--- src/rtl/itf_pkg.sv ---
`timescale 1ns / 1ps

package itf_pkg;

    // Sizes of the fixed fields
    localparam int ITF_MAX_FIELD = 64;
    localparam int NUM_W         = 32;
    localparam int CHAR_W        = 8;
    localparam int CFG_IDX_W     = 3;
    localparam int CFG_DATA_W    = 7;
    localparam int FW_W          = 7;
    localparam int DIG_N         = 32;
    localparam int DIG_W         = 4;
    localparam int DIG_IDX_W     = 5;
    localparam int ND_W          = 6;
    localparam int BCD_DIGITS    = 10;
    localparam int VAL_W         = BCD_DIGITS * DIG_W;
    localparam int BCD_CNT_W     = 5;

    // Configuration register indexes
    localparam logic [CFG_IDX_W-1:0] REG_FORMAT_TYPE  = 3'd0;
    localparam logic [CFG_IDX_W-1:0] REG_SIGN_MODE    = 3'd1;
    localparam logic [CFG_IDX_W-1:0] REG_EXACT_PREFIX = 3'd2;
    localparam logic [CFG_IDX_W-1:0] REG_LEFT_ALIGN   = 3'd3;
    localparam logic [CFG_IDX_W-1:0] REG_ZERO_PAD     = 3'd4;
    localparam logic [CFG_IDX_W-1:0] REG_FIELD_WIDTH  = 3'd5;

    // Sign mode codes
    localparam logic [1:0] SM_NONE  = 2'd0;
    localparam logic [1:0] SM_SPACE = 2'd1;
    localparam logic [1:0] SM_PLUS  = 2'd2;

    // Characters
    localparam logic [CHAR_W-1:0] CH_SPACE   = 8'h20;
    localparam logic [CHAR_W-1:0] CH_DOLLAR  = 8'h24;
    localparam logic [CHAR_W-1:0] CH_PERCENT = 8'h25;
    localparam logic [CHAR_W-1:0] CH_AMP     = 8'h26;
    localparam logic [CHAR_W-1:0] CH_PLUS    = 8'h2B;
    localparam logic [CHAR_W-1:0] CH_MINUS   = 8'h2D;
    localparam logic [CHAR_W-1:0] CH_ZERO    = 8'h30;
    localparam logic [CHAR_W-1:0] CH_A_UP    = 8'h41;
    localparam logic [CHAR_W-1:0] CH_A_LO    = 8'h61;

    typedef enum logic [2:0] {
        FT_NONE,
        FT_SDEC,
        FT_UDEC,
        FT_HEX_UP,
        FT_HEX_LO,
        FT_BIN,
        FT_OCT,
        FT_STR
    } t_ftype;

    typedef enum logic [1:0] {
        RX_DEC,
        RX_HEX,
        RX_BIN,
        RX_OCT
    } t_radix;

    typedef struct packed {
        t_ftype          format_type;
        logic [1:0]      sign_mode;
        logic            exact_prefix;
        logic            left_align;
        logic            zero_pad;
        logic [FW_W-1:0] field_width;
    } t_cfg;

    typedef enum logic [2:0] {
        ST_IDLE,
        ST_BCD,
        ST_DIGIT,
        ST_LAYOUT,
        ST_EMIT
    } t_state;

    // Commands from the controller to the datapath
    typedef struct packed {
        logic load;
        logic bcd_step;
        logic dig_step;
        logic layout;
        logic emit;
    } t_cmd;

    // Status from the datapath to the controller
    typedef struct packed {
        logic is_dec;
        logic bcd_last;
        logic dig_last;
        logic out_free;
        logic emit_last;
    } t_stat;

endpackage

--- src/rtl/itf_num_if.sv ---
`timescale 1ns / 1ps

interface itf_num_if;
    logic                        valid;
    logic                        ready;
    logic [itf_pkg::NUM_W-1:0]   number;

    modport source (output valid, output number, input ready);
    modport sink   (input valid, input number, output ready);
endinterface

--- src/rtl/itf_txt_if.sv ---
`timescale 1ns / 1ps

interface itf_txt_if;
    logic                        valid;
    logic                        ready;
    logic [itf_pkg::CHAR_W-1:0]  text_char;
    logic                        last_char;
    logic                        misuse;

    modport source (output valid, output text_char, output last_char, output misuse,
                    input ready);
    modport sink   (input valid, input text_char, input last_char, input misuse,
                    output ready);
endinterface

--- src/rtl/itf_cfg.sv ---
`timescale 1ns / 1ps

module itf_cfg (
    input  logic                             i_clk,
    input  logic                             i_rst_n,
    input  logic                             i_we,
    input  logic [itf_pkg::CFG_IDX_W-1:0]    i_idx,
    input  logic [itf_pkg::CFG_DATA_W-1:0]   i_data,
    output itf_pkg::t_cfg                    o_cfg
);
    import itf_pkg::*;

    t_cfg r_cfg;
    t_cfg n_cfg;

    // Register write decode; unknown indexes leave everything alone.
    always_comb begin
        n_cfg = r_cfg;
        if (i_we) begin
            case (i_idx)
                REG_FORMAT_TYPE:  n_cfg.format_type  = t_ftype'(i_data[2:0]);
                REG_SIGN_MODE:    n_cfg.sign_mode    = i_data[1:0];
                REG_EXACT_PREFIX: n_cfg.exact_prefix = i_data[0];
                REG_LEFT_ALIGN:   n_cfg.left_align   = i_data[0];
                REG_ZERO_PAD:     n_cfg.zero_pad     = i_data[0];
                REG_FIELD_WIDTH:  n_cfg.field_width  = i_data[FW_W-1:0];
                default:          n_cfg = r_cfg;
            endcase
        end
    end

    always_ff @(posedge i_clk) begin
        if (!i_rst_n) begin
            r_cfg <= '0;
        end else begin
            r_cfg <= n_cfg;
        end
    end

    assign o_cfg = r_cfg;

endmodule

--- src/rtl/itf_ctrl.sv ---
`timescale 1ns / 1ps

module itf_ctrl (
    input  logic            i_clk,
    input  logic            i_rst_n,
    input  logic            i_in_valid,
    output logic            o_in_ready,
    input  itf_pkg::t_stat  i_stat,
    output itf_pkg::t_cmd   o_cmd
);
    import itf_pkg::*;

    t_state r_state;
    t_state n_state;

    // State register
    always_ff @(posedge i_clk) begin
        if (!i_rst_n) begin
            r_state <= ST_IDLE;
        end else begin
            r_state <= n_state;
        end
    end

    // Next state and commands
    always_comb begin
        n_state    = r_state;
        o_cmd      = '0;
        o_in_ready = 1'b0;
        case (r_state)
            ST_IDLE: begin
                o_in_ready = 1'b1;
                if (i_in_valid) begin
                    o_cmd.load = 1'b1;
                    n_state    = i_stat.is_dec ? ST_BCD : ST_DIGIT;
                end
            end
            ST_BCD: begin
                o_cmd.bcd_step = 1'b1;
                if (i_stat.bcd_last) begin
                    n_state = ST_DIGIT;
                end
            end
            ST_DIGIT: begin
                o_cmd.dig_step = 1'b1;
                if (i_stat.dig_last) begin
                    n_state = ST_LAYOUT;
                end
            end
            ST_LAYOUT: begin
                o_cmd.layout = 1'b1;
                n_state      = ST_EMIT;
            end
            ST_EMIT: begin
                if (i_stat.out_free) begin
                    o_cmd.emit = 1'b1;
                    if (i_stat.emit_last) begin
                        n_state = ST_IDLE;
                    end
                end
            end
            default: begin
                n_state = ST_IDLE;
            end
        endcase
    end

endmodule

--- src/rtl/itf_dp.sv ---
`timescale 1ns / 1ps

module itf_dp #(
    parameter int MAX_FIELD = itf_pkg::ITF_MAX_FIELD
) (
    input  logic                         i_clk,
    input  logic                         i_rst_n,
    input  itf_pkg::t_cfg                i_cfg,
    input  logic [itf_pkg::NUM_W-1:0]    i_number,
    input  itf_pkg::t_cmd                i_cmd,
    output itf_pkg::t_stat               o_stat,
    itf_txt_if.source                    o_txt
);
    import itf_pkg::*;

    // Width of character positions within one formatted number
    localparam int CW = $clog2(MAX_FIELD + 1);

    // Decoded format of the incoming word
    t_ftype             ty_eff;
    logic               exact_eff;
    logic               is_dec;
    logic               neg;
    logic [NUM_W-1:0]   mag;

    // Working registers
    logic [NUM_W-1:0]   r_bin,     n_bin;
    logic [VAL_W-1:0]   r_val,     n_val;
    logic [BCD_CNT_W-1:0] r_cnt,   n_cnt;
    logic [ND_W-1:0]    r_nd,      n_nd;
    logic [DIG_W-1:0]   r_dig [DIG_N];
    t_radix             r_radix,   n_radix;
    logic               r_lower,   n_lower;
    logic               r_mis,     n_mis;
    logic               r_has_sign, n_has_sign;
    logic [CHAR_W-1:0]  r_sign_ch, n_sign_ch;
    logic               r_has_pfx, n_has_pfx;
    logic [CHAR_W-1:0]  r_pfx_ch,  n_pfx_ch;
    logic [CW-1:0]      r_b1, n_b1, r_b2, n_b2, r_b3, n_b3, r_b4, n_b4, r_b5, n_b5;
    logic [CW-1:0]      r_total,   n_total;
    logic [CW-1:0]      r_k,       n_k;
    logic               r_out_valid, n_out_valid;
    logic [CHAR_W-1:0]  r_out_char,  n_out_char;
    logic               r_out_last,  n_out_last;
    logic               r_out_mis,   n_out_mis;

    // Step helpers
    logic [VAL_W-1:0]   bcd_adj;
    logic [DIG_W-1:0]   dig_new;
    logic [VAL_W-1:0]   val_sh;
    logic [CW-1:0]      w_cap;
    logic [CW-1:0]      num_len;
    logic [CW-1:0]      total;
    logic [CW-1:0]      pad;
    logic [CW-1:0]      dig_pos;
    logic [DIG_W-1:0]   dig_rd;
    logic [CHAR_W-1:0]  dig_ch;
    logic [CHAR_W-1:0]  sel_ch;

    // Type decode: no type means upper hex with the prefix forced on.
    always_comb begin
        ty_eff    = (i_cfg.format_type == FT_NONE) ? FT_HEX_UP : i_cfg.format_type;
        exact_eff = (i_cfg.format_type == FT_NONE) || i_cfg.exact_prefix;
        is_dec    = (ty_eff == FT_SDEC) || (ty_eff == FT_UDEC) || (ty_eff == FT_STR);
        neg       = (ty_eff == FT_SDEC) && i_number[NUM_W-1];
        mag       = neg ? (NUM_W'(0) - i_number) : i_number;
    end

    // Double-dabble correction: each BCD digit of five or more gets three added.
    always_comb begin
        for (int j = 0; j < BCD_DIGITS; j++) begin
            bcd_adj[j*DIG_W +: DIG_W] = (r_val[j*DIG_W +: DIG_W] >= 4'd5)
                ? r_val[j*DIG_W +: DIG_W] + 4'd3
                : r_val[j*DIG_W +: DIG_W];
        end
    end

    // Lowest digit of the working value and the value with it removed
    always_comb begin
        case (r_radix)
            RX_BIN: begin
                dig_new = {3'b000, r_val[0]};
                val_sh  = r_val >> 1;
            end
            RX_OCT: begin
                dig_new = {1'b0, r_val[2:0]};
                val_sh  = r_val >> 3;
            end
            default: begin
                dig_new = r_val[DIG_W-1:0];
                val_sh  = r_val >> DIG_W;
            end
        endcase
    end

    // Field layout: lengths of the padding and text sections
    always_comb begin
        w_cap   = (i_cfg.field_width > FW_W'(MAX_FIELD)) ? CW'(MAX_FIELD)
                                                          : CW'(i_cfg.field_width);
        num_len = CW'(r_nd) + CW'(r_has_sign) + CW'(r_has_pfx);
        total   = (w_cap > num_len) ? w_cap : num_len;
        pad     = total - num_len;
    end

    // Character at the current position
    always_comb begin
        dig_pos = r_b5 - CW'(1) - r_k;
        dig_rd  = r_dig[dig_pos[DIG_IDX_W-1:0]];
        if (dig_rd < 4'd10) begin
            dig_ch = CH_ZERO + CHAR_W'(dig_rd);
        end else begin
            dig_ch = (r_lower ? CH_A_LO : CH_A_UP) + CHAR_W'(dig_rd) - CHAR_W'(10);
        end
        if (r_k < r_b1) begin
            sel_ch = CH_SPACE;
        end else if (r_k < r_b2) begin
            sel_ch = r_sign_ch;
        end else if (r_k < r_b3) begin
            sel_ch = r_pfx_ch;
        end else if (r_k < r_b4) begin
            sel_ch = CH_ZERO;
        end else if (r_k < r_b5) begin
            sel_ch = dig_ch;
        end else begin
            sel_ch = CH_SPACE;
        end
    end

    // Next values of the working registers
    always_comb begin
        n_bin       = r_bin;
        n_val       = r_val;
        n_cnt       = r_cnt;
        n_nd        = r_nd;
        n_radix     = r_radix;
        n_lower     = r_lower;
        n_mis       = r_mis;
        n_has_sign  = r_has_sign;
        n_sign_ch   = r_sign_ch;
        n_has_pfx   = r_has_pfx;
        n_pfx_ch    = r_pfx_ch;
        n_b1        = r_b1;
        n_b2        = r_b2;
        n_b3        = r_b3;
        n_b4        = r_b4;
        n_b5        = r_b5;
        n_total     = r_total;
        n_k         = r_k;
        n_out_valid = r_out_valid;
        n_out_char  = r_out_char;
        n_out_last  = r_out_last;
        n_out_mis   = r_out_mis;

        // Capture the word and everything the format settles up front.
        if (i_cmd.load) begin
            n_bin     = mag;
            n_val     = is_dec ? '0 : VAL_W'(mag);
            n_cnt     = '0;
            n_nd      = '0;
            n_lower   = (ty_eff == FT_HEX_LO);
            n_mis     = (is_dec && exact_eff) || (ty_eff == FT_STR);
            n_has_pfx = 1'b0;
            n_pfx_ch  = CH_DOLLAR;
            case (ty_eff)
                FT_HEX_UP, FT_HEX_LO: begin
                    n_radix   = RX_HEX;
                    n_has_pfx = exact_eff;
                    n_pfx_ch  = CH_DOLLAR;
                end
                FT_BIN: begin
                    n_radix   = RX_BIN;
                    n_has_pfx = exact_eff;
                    n_pfx_ch  = CH_PERCENT;
                end
                FT_OCT: begin
                    n_radix   = RX_OCT;
                    n_has_pfx = exact_eff;
                    n_pfx_ch  = CH_AMP;
                end
                default: begin
                    n_radix = RX_DEC;
                end
            endcase
            if (neg) begin
                n_has_sign = 1'b1;
                n_sign_ch  = CH_MINUS;
            end else if (i_cfg.sign_mode == SM_SPACE) begin
                n_has_sign = 1'b1;
                n_sign_ch  = CH_SPACE;
            end else if (i_cfg.sign_mode == SM_PLUS) begin
                n_has_sign = 1'b1;
                n_sign_ch  = CH_PLUS;
            end else begin
                n_has_sign = 1'b0;
                n_sign_ch  = CH_SPACE;
            end
        end

        // One binary-to-BCD step per cycle, most significant bit first.
        if (i_cmd.bcd_step) begin
            n_val = {bcd_adj[VAL_W-2:0], r_bin[NUM_W-1]};
            n_bin = r_bin << 1;
            n_cnt = r_cnt + BCD_CNT_W'(1);
        end

        // One digit per cycle, least significant first.
        if (i_cmd.dig_step) begin
            n_val = val_sh;
            n_nd  = r_nd + ND_W'(1);
        end

        // Section boundaries along the output field
        if (i_cmd.layout) begin
            n_b1    = (!i_cfg.left_align && !i_cfg.zero_pad) ? pad : '0;
            n_b2    = n_b1 + CW'(r_has_sign);
            n_b3    = n_b2 + CW'(r_has_pfx);
            n_b4    = n_b3 + ((!i_cfg.left_align && i_cfg.zero_pad) ? pad : '0);
            n_b5    = n_b4 + CW'(r_nd);
            n_total = total;
            n_k     = '0;
        end

        // Output register: load a character or drop a taken one.
        if (i_cmd.emit) begin
            n_out_valid = 1'b1;
            n_out_char  = sel_ch;
            n_out_last  = (r_k == r_total - CW'(1));
            n_out_mis   = r_mis;
            n_k         = r_k + CW'(1);
        end else if (o_txt.ready) begin
            n_out_valid = 1'b0;
        end
    end

    always_ff @(posedge i_clk) begin
        if (!i_rst_n) begin
            r_out_valid <= 1'b0;
        end else begin
            r_out_valid <= n_out_valid;
        end
        r_bin      <= n_bin;
        r_val      <= n_val;
        r_cnt      <= n_cnt;
        r_nd       <= n_nd;
        r_radix    <= n_radix;
        r_lower    <= n_lower;
        r_mis      <= n_mis;
        r_has_sign <= n_has_sign;
        r_sign_ch  <= n_sign_ch;
        r_has_pfx  <= n_has_pfx;
        r_pfx_ch   <= n_pfx_ch;
        r_b1       <= n_b1;
        r_b2       <= n_b2;
        r_b3       <= n_b3;
        r_b4       <= n_b4;
        r_b5       <= n_b5;
        r_total    <= n_total;
        r_k        <= n_k;
        r_out_char <= n_out_char;
        r_out_last <= n_out_last;
        r_out_mis  <= n_out_mis;
        if (i_cmd.dig_step) begin
            r_dig[r_nd[DIG_IDX_W-1:0]] <= dig_new;
        end
    end

    // Status towards the controller
    always_comb begin
        o_stat.is_dec    = is_dec;
        o_stat.bcd_last  = (r_cnt == BCD_CNT_W'(NUM_W - 1));
        o_stat.dig_last  = (val_sh == '0);
        o_stat.out_free  = !r_out_valid || o_txt.ready;
        o_stat.emit_last = (r_k == r_total - CW'(1));
    end

    assign o_txt.valid     = r_out_valid;
    assign o_txt.text_char = r_out_char;
    assign o_txt.last_char = r_out_last;
    assign o_txt.misuse    = r_out_mis;

    // A character is only loaded when the held word is gone or leaving.
    a_emit_free: assert property (@(posedge i_clk) disable iff (!i_rst_n)
        i_cmd.emit |-> (!r_out_valid || o_txt.ready))
        else $error("character loaded over an untaken word");

    // The position counter never runs past the field.
    a_emit_range: assert property (@(posedge i_clk) disable iff (!i_rst_n)
        i_cmd.emit |-> (r_k < r_total))
        else $error("character position beyond the field");

    // Every number yields between one and thirty-two digits.
    a_digit_count: assert property (@(posedge i_clk) disable iff (!i_rst_n)
        i_cmd.layout |-> ((r_nd != '0) && (r_nd <= ND_W'(DIG_N))))
        else $error("digit count out of range");

    // After the final character the next load waits for a fresh word.
    a_last_stops: assert property (@(posedge i_clk) disable iff (!i_rst_n)
        (i_cmd.emit && o_stat.emit_last) |=> !i_cmd.emit)
        else $error("character emitted after the last one");

endmodule

--- src/rtl/integer_to_text_formatter.sv ---
`timescale 1ns / 1ps
// Per word: load, the 32-step BCD conversion (decimal types only), digit extraction
// (1 to 32 digits, least significant first), layout, then one character per cycle out of
// the output register while that register is free. A new word is taken only after the last
// character of the previous word has been loaded. Reset is synchronous and active low:
// all configuration registers clear to zero, the controller goes idle, the output empties.

module integer_to_text_formatter #(
    parameter int MAX_FIELD = itf_pkg::ITF_MAX_FIELD
) (
    input  logic                             i_clk,
    input  logic                             i_rst_n,
    itf_num_if.sink                          i_num,
    itf_txt_if.source                        o_txt,
    input  logic                             i_cfg_we,
    input  logic [itf_pkg::CFG_IDX_W-1:0]    i_cfg_idx,
    input  logic [itf_pkg::CFG_DATA_W-1:0]   i_cfg_data
);
    import itf_pkg::*;

    t_cfg  cfg;
    t_cmd  cmd;
    t_stat stat;
    logic  in_ready;

    // Configuration registers
    itf_cfg u_cfg (
        .i_clk   (i_clk),
        .i_rst_n (i_rst_n),
        .i_we    (i_cfg_we),
        .i_idx   (i_cfg_idx),
        .i_data  (i_cfg_data),
        .o_cfg   (cfg)
    );

    // Sequencer
    itf_ctrl u_ctrl (
        .i_clk      (i_clk),
        .i_rst_n    (i_rst_n),
        .i_in_valid (i_num.valid),
        .o_in_ready (in_ready),
        .i_stat     (stat),
        .o_cmd      (cmd)
    );

    // Conversion and output datapath
    itf_dp #(
        .MAX_FIELD (MAX_FIELD)
    ) u_dp (
        .i_clk    (i_clk),
        .i_rst_n  (i_rst_n),
        .i_cfg    (cfg),
        .i_number (i_num.number),
        .i_cmd    (cmd),
        .o_stat   (stat),
        .o_txt    (o_txt)
    );

    assign i_num.ready = in_ready;

endmodule
--- src/flat_wrapper.sv ---
// flat-port wrapper written by rule: the top's interface ports become plain ports
module integer_to_text_formatter_flat import itf_pkg::*;
#(
    parameter int MAX_FIELD = itf_pkg::ITF_MAX_FIELD
)
  (i_clk, i_rst_n, i_cfg_we, i_cfg_idx, i_cfg_data, i_num_valid, i_num_number, i_num_ready, o_txt_valid, o_txt_text_char, o_txt_last_char, o_txt_misuse, o_txt_ready);
  itf_num_if i_num_i ();
  itf_txt_if o_txt_i ();
  input  logic i_clk;
  input  logic i_rst_n;
  input  logic i_cfg_we;
  input  logic [itf_pkg::CFG_IDX_W-1:0] i_cfg_idx;
  input  logic [itf_pkg::CFG_DATA_W-1:0] i_cfg_data;
  input wire logic [$bits(i_num_i.valid)-1:0] i_num_valid;
  input wire logic [$bits(i_num_i.number)-1:0] i_num_number;
  output wire logic [$bits(i_num_i.ready)-1:0] i_num_ready;
  output wire logic [$bits(o_txt_i.valid)-1:0] o_txt_valid;
  output wire logic [$bits(o_txt_i.text_char)-1:0] o_txt_text_char;
  output wire logic [$bits(o_txt_i.last_char)-1:0] o_txt_last_char;
  output wire logic [$bits(o_txt_i.misuse)-1:0] o_txt_misuse;
  input wire logic [$bits(o_txt_i.ready)-1:0] o_txt_ready;
  assign i_num_i.valid = i_num_valid;
  assign i_num_i.number = i_num_number;
  assign i_num_ready = i_num_i.ready;
  assign o_txt_valid = o_txt_i.valid;
  assign o_txt_text_char = o_txt_i.text_char;
  assign o_txt_last_char = o_txt_i.last_char;
  assign o_txt_misuse = o_txt_i.misuse;
  assign o_txt_i.ready = o_txt_ready;
  integer_to_text_formatter #(.MAX_FIELD(MAX_FIELD)) u_core (.i_clk(i_clk), .i_rst_n(i_rst_n), .i_num(i_num_i), .o_txt(o_txt_i), .i_cfg_we(i_cfg_we), .i_cfg_idx(i_cfg_idx), .i_cfg_data(i_cfg_data));
endmodule
--- config.mk ---
export PLATFORM = sky130hd
export DESIGN_NAME = integer_to_text_formatter_flat
export DESIGN_NICKNAME = d
export VERILOG_FILES = /design/src/rtl/itf_pkg.sv /design/src/rtl/itf_num_if.sv /design/src/rtl/itf_txt_if.sv /design/src/rtl/itf_cfg.sv /design/src/rtl/itf_ctrl.sv /design/src/rtl/itf_dp.sv /design/src/rtl/integer_to_text_formatter.sv /design/src/flat_wrapper.sv
export SDC_FILE = /design/constraint.sdc
export NUM_CORES = 1
export LEC_CHECK = 0
export BUFFER_PORTS_ARGS = -buffer_cell sky130_fd_sc_hd__buf_2
export CORE_ASPECT_RATIO = 2
export CORE_MARGIN = 2
export CORE_UTILIZATION = 57
export CTS_BUF_LIST = sky130_fd_sc_hd__clkbuf_16
export CTS_CLUSTER_SIZE = 16
export DETAILED_ROUTE_END_ITERATION = 10
export GPL_ROUTABILITY_DRIVEN = 0
export PLACE_DENSITY = 0.81
export RECOVER_POWER = 25
export SYNTH_ARGS = -nofsm -noshare
export SYNTH_HDL_FRONTEND = slang
export SYNTH_SLANG_ARGS = --single-unit
--- constraint.sdc ---
create_clock -name i_clk -period 5.98 [get_ports i_clk]
set_clock_uncertainty 0.2 [all_clocks]
set_input_delay 1.196 -clock i_clk [delete_from_list [all_inputs] [get_ports i_clk]]
set_output_delay 1.196 -clock i_clk [all_outputs]
set_load 0.02 [all_outputs]
== Word-level counts from Yosys, hierarchy flattened ==
Memories as Yosys holds them, arrays and structs flattened.
Index checks and enable logic that the tools add are counted.
Cells by class
  multipliers: 0
  divide/modulo/power cells: 0
  equality and inequality tests: 27
  order comparisons: 18
  mux-type cells: 60
  bitwise logic cells: 0
  reductions and logical operators: 31
  $add $sub $neg: 27
  shift-type cells: 0
Operator list (count)
  $mux W32: 4
  $mux W40: 3
  $pmux W39 S2: 1
  $mux W4: 11
  $mux W7: 6
  $ge A4 B3 Y1 const B: 10
  $logic_not A40 Y1: 1
  $mux W8: 5
  $add A4 B2 Y4 const B: 9
  $lt A7 B7 Y1: 5
  $sub A1 B32 Y32 const A: 1
  $add A7 B1 Y7: 3
  $eq A3 B3 Y1 const B: 7
  $mux W3: 7
  $eq A3 B2 Y1 const B: 6
  $mux W6: 3
  $pmux W3 S5: 1
  $mux W1: 13
  $reduce_and A2 Y1: 6
  $mux W5: 2
  $eq A3 B1 Y1 const B: 3
  $logic_not A3 Y1: 3
  $add A7 B4 Y8: 1
  $ne A2 B1 Y1 const B: 4
  other kinds (33): 48
Word-level totals
  bits of input ports: 47
  output and inout port bits: 12
  latch bits: 0
  memories: 1
  ROM bits: 0
  RAM bits: 128
  logic and storage cells: 195
  bits in registers: 183
Memory list
  u_core.u_dp.r_dig: depth 32, width 4, read ports 1, clocked after Yosys merged registers in 0, write ports 1, RTL line itf_dp.sv:31  | logic [DIG_W-1:0] r_dig [DIG_N];

== Logic depth before layout (Yosys ltp) ==
  word-level depth: 10
  gate-level depth with buffers: 30
  gate-level depth less buffers: 30

== Hierarchy ==
A second synthesis with hierarchy kept.
Unflattened totals
  cell total of the unflattened synthesis: 1484
  area total of the unflattened synthesis: 16987.5 um2
Modules (own cells, without submodules)
  itf_dp: cells each 1399, times used 1, seq. area each 8418.1 um2, area each 16149.2 um2
  itf_cfg: cells each 61, times used 1, seq. area each 300.3 um2, area each 638.1 um2
  itf_ctrl: cells each 24, times used 1, seq. area each 60.1 um2, area each 200.2 um2

== Least setup slack after synthesis ==
OpenSTA, ideal clock, no wires.
  path kind: reg2reg
  from: register u_core.u_dp.r_nd[0]
  to: register u_core.u_dp.r_b5[6], data pin
  period minus slack after synthesis: 6.515 ns
  arrival time: 6.049 ns
  data required time: 5.515 ns
  buffers on the path: 0
  cell stages (with the launch flop): 30
  library setup time: 0.265 ns
  slack: -0.535 ns
  cell sequence: edfxtp_1 -> fa_1 -> ha_1 -> inv_1 -> ha_1 -> nor2b_1 -> o211ai_1 -> a211oi_1 -> nor2_1 -> o21ai_0 -> o31ai_1 -> mux2i_1 -> ha_1 -> inv_1 -> fa_1 -> inv_1 -> nor2_1 -> ha_1 -> ha_1 -> o211ai_1 -> a21oi_1 -> a21oi_1 -> xor2_1 -> ha_1 -> a21oi_1 -> xnor2_1 -> ha_1 -> a21oi_1 -> o21ai_0 -> xor2_1
Between the ends
  word-level cells in the longest chain between the ends: 10
  elaborated cells between the ends (all ways): 11
  those cells by class: 7 x add/sub; 1 x order compare; 3 x mux
RTL lines
  start: declaration: RTL line itf_dp.sv:30  | logic [ND_W-1:0] r_nd, n_nd;
  start signal: assignment: RTL line itf_dp.sv:244  | r_nd <= n_nd;
  $add A6 B1 Y7: RTL line itf_dp.sv:100  | num_len = CW'(r_nd) + CW'(r_has_sign) + CW'(r_has_pfx);
  $add A7 B1 Y7: RTL line itf_dp.sv:100
  $gt A7 B7 Y1: RTL line itf_dp.sv:101  | total = (w_cap > num_len) ? w_cap : num_len;
  $mux W7: RTL line itf_dp.sv:101
  $sub A7 B7 Y7: RTL line itf_dp.sv:102  | pad = total - num_len;
  $mux W7: RTL line itf_dp.sv:214  | n_b1 = (!i_cfg.left_align && !i_cfg.zero_pad) ? pad : '0;
  $add A7 B1 Y7: RTL line itf_dp.sv:215  | n_b2 = n_b1 + CW'(r_has_sign);
  $add A7 B1 Y7: RTL line itf_dp.sv:216  | n_b3 = n_b2 + CW'(r_has_pfx);
  $add A7 B7 Y7: RTL line itf_dp.sv:217  | n_b4 = n_b3 + ((!i_cfg.left_align && i_cfg.zero_pad) ? pad : '0);
  $add A7 B6 Y7 (*): RTL line itf_dp.sv:218  | n_b5 = n_b4 + CW'(r_nd);
  end signal: assignment: RTL line itf_dp.sv:256  | r_b5 <= n_b5;
  end: declaration: RTL line itf_dp.sv:39  | logic [CW-1:0] r_b1, n_b1, r_b2, n_b2, r_b3, n_b3, r_b4, n_b4, r_b5, n_b5;
Every way passes the cells marked *; elsewhere a longest branch is shown, timed or not.
A chain may end at the register's enable or synchronous reset.

== Worst setup path in the final report ==
  from: register u_core.u_dp.r_has_pfx
  to: register u_core.u_dp.r_b5[6], data pin
Between the ends
  word-level cells in the longest chain between the ends: 9
  elaborated cells between the ends (all ways): 10
  those cells by class: 6 x add/sub; 1 x order compare; 3 x mux
RTL lines
  start: declaration: RTL line itf_dp.sv:37  | logic r_has_pfx, n_has_pfx;
  start signal: assignment: RTL line itf_dp.sv:250  | r_has_pfx <= n_has_pfx;
  $add A7 B1 Y7: RTL line itf_dp.sv:100
  $gt A7 B7 Y1: RTL line itf_dp.sv:101
  $mux W7: RTL line itf_dp.sv:101
  $sub A7 B7 Y7: RTL line itf_dp.sv:102
  $mux W7: RTL line itf_dp.sv:214
  $add A7 B1 Y7: RTL line itf_dp.sv:215
  $add A7 B1 Y7: RTL line itf_dp.sv:216
  $add A7 B7 Y7 (*): RTL line itf_dp.sv:217
  $add A7 B6 Y7 (*): RTL line itf_dp.sv:218
Marks and branches as above.

==> results.tsv <==
metric	value	unit
status	finished with violations	
failed_checks	capacitance limit, slew limit, setup timing	
cts_buffer_depth	3	
numPortBuffers	57	
dpl.cell_count	1922	
cts_tree	done	
endpoint_kind	flip-flop	
post_drt_wl_per_cell	23.1	µm
io_pins	59	
cts_made_buffers	26	
drive_gt1_share	18.4	%
fin_ws	-0.668	ns
slew_headroom	-78.4	%
ctsHoldBuffers	0	
vdd_drop_max	0.338	mV
max_stage_delay	0.47	ns
postSynthAreaPerCell	11.4	µm²
layout_commonest_cell	edfxtp_1	
synthesis.nets	1635	
critical-path-slowest-cell	fa_2	
layout.nets	1752	
yosys.area.top_type	edfxtp_1	
cts.clk_slew.worst_paths	0.07	ns
areaGrowthSynthToFinish	15.5	%
final_cell_mix	279 x edfxtp_1, 133 x nand2_1, 126 x o21ai_0	
diodes	0	
firstDrtPassIters	5	
syn_area	17000	µm²
dp_hpwl	29800	µm
yosys-top-cells-area	edfxtp_1 49%, ha_1 6.8%, mux4_2 4.2%	
crit_path_frequent_cell	ha_4	
start_kind	flip-flop	
grt.overflow.total	0	
required	6.10	ns
cap_violations	5	
rows	89	
cts.sinks	299	
antenna_left	0	
fin_crit	6.65	ns
path_delay_family	adder cells	
drtIter0Drc	886	
grt_pass1_vias	12900	
slew_viol_final	242	
clkLatencyLatePin	0.57	ns
path_class	reg2reg	
worst-path-buf-inv	4	
wirelength	45900	µm
via_per_inst	6.37	
tightest_slew	2.68	ns
synth_cells	1490	
synth_edf_count	279	
start_util	57.9	%
cts_root_buf	clkbuf_16	
synth-seq-cells	299	
hp-class	reg2reg	
synthFlopType	edfxtp_1	
htree_levels	1	
critPathMaxFanout	3	
antenna_found_initial	0	
fin_crit_sh	111	%
die_area	31300	µm²
dieWidth	126	µm
final_hold_viol_count	0	
grt_pass1_wl	68200	µm
power_leakage	7.39	nW
synth_warnings	0	
grt_start_max_net_pins	77	
yosysSeqAreaShare	51.6	%
pre_cts_slack	-0.404	ns
die_h	248	µm
fillers	2094	
drc	0	
grtUsageTotal	28.1	%
coreArea	29400	µm²
fmax	0.150	GHz
rsz0062_at_grt	true	
ys_types	73	
power_density	504	nW/µm²
setup_violations	7	
cp.arrival	6.77	ns
yosysTopAreaCellShare	49.2	%
synthArstFlopShare	0	%
num_vias	12700	
layout.cells.non_filler	1991	
[tightest hold or removal path: stages, from the launching register on]
cell and delay [ns]:
dfxtp_1 0.31, nand2_1 0.05, a21oi_1 0.05
[layer usage]
metal  global-route usage, %  routed length [µm]
met5                       0                   0
met4                    20.7                3810
met3                    3.54                2380
met2                    53.7               25100
met1                    26.9               14600
[synthesized netlist by cell type, types with 7 or more instances]
cell type,count
nor3b_1,21
o221ai_1,10
clkbuf_1,44
dfxtp_1,20
ha_1,93
buf_1,9
nor4_1,7
nand3_1,29
o21ai_0,129
o22a_1,14
nand4_1,11
nand2_1,136
nor3_1,19
mux2i_1,42
and2_1,9
nor2_1,98
nor2b_1,32
xnor2_1,55
o211ai_1,20
mux4_2,32
xor2_1,35
inv_1,93
o22ai_1,10
edfxtp_1,279
nand2b_1,27
and3_1,7
a21o_1,11
a21oi_1,87
mux4_1,7
[state kept, by name, indices dropped and copies added, names as in the netlist, 15 cells and up]
signal	count
u_core.u_dp.r_dig	128
u_core.u_dp.r_val	40
u_core.u_dp.r_bin	32
u_core.u_cfg.o_cfg	15
[cell families after synthesis]
kind of cell	share of synthesized area, %
simple gates	12.7
other cells	0.0220
mux	7.86
flops	51.6
fa+ha+maj	7.43
compound gates	11.7
xor+xnor	5.12
buf+inv	3.54
[per-stage QoR]
stage	cell area, µm²	utilization [%]	hold slack, ns	TNS (ns)	power, mW
finish	19600	66.8	0.259	-2.40	9.91
global route	19600	66.8	0.293	-3.23	10.3
CTS	19400	66.1	0.261	-0.494	8.99
detailed placement	18100	61.6	0.251	-1.34	6.24
global placement	18100	61.6	0.249	-0.644	6.08
floorplan	17100	-	0.200	-0.173	5.00
[final cells by class]
type                            instances  area, µm²  area share [%]
Timing Repair Buffer                  147        992            5.05
Tap cell                              364        455            2.32
Sequential cell                       299       8780            44.7
Clock buffer                           26        651            3.31
Inverter                               93        354            1.80
Clock inverter                         22        229            1.17
Multi-Input combinational cell       1040       8190            41.7
[what timing repair did]
item,CTS,global route
gates cloned,0,0
resized for setup,55,35
setup endpoints to repair,6,8
pin swaps,43,33
buffers inserted,14,12
[final timing paths]
check	from	end	slack [ns]	cells past startpoint
max	u_core.u_dp.r_has_pfx	u_core.u_dp.r_b5[6]	-0.67	28
min	u_core.u_dp.r_bin[0]	u_core.u_dp.r_bin[0]	0.26	2
max reg2reg	u_core.u_dp.r_has_pfx	u_core.u_dp.r_b5[6]	-0.67	28
min reg2reg	u_core.u_dp.r_bin[0]	u_core.u_dp.r_bin[0]	0.26	2
[where the power goes]
group / switching [mW] / total, mW / internal, mW / leakage [nW]
Sequential: 0.199 / 2.96 / 2.77 / 2.77
Clock: 0.787 / 1.76 / 0.974 / 0.436
Combinational: 2.69 / 5.18 / 2.49 / 4.18
No activity file was read; power rests on OpenSTA's default activity.
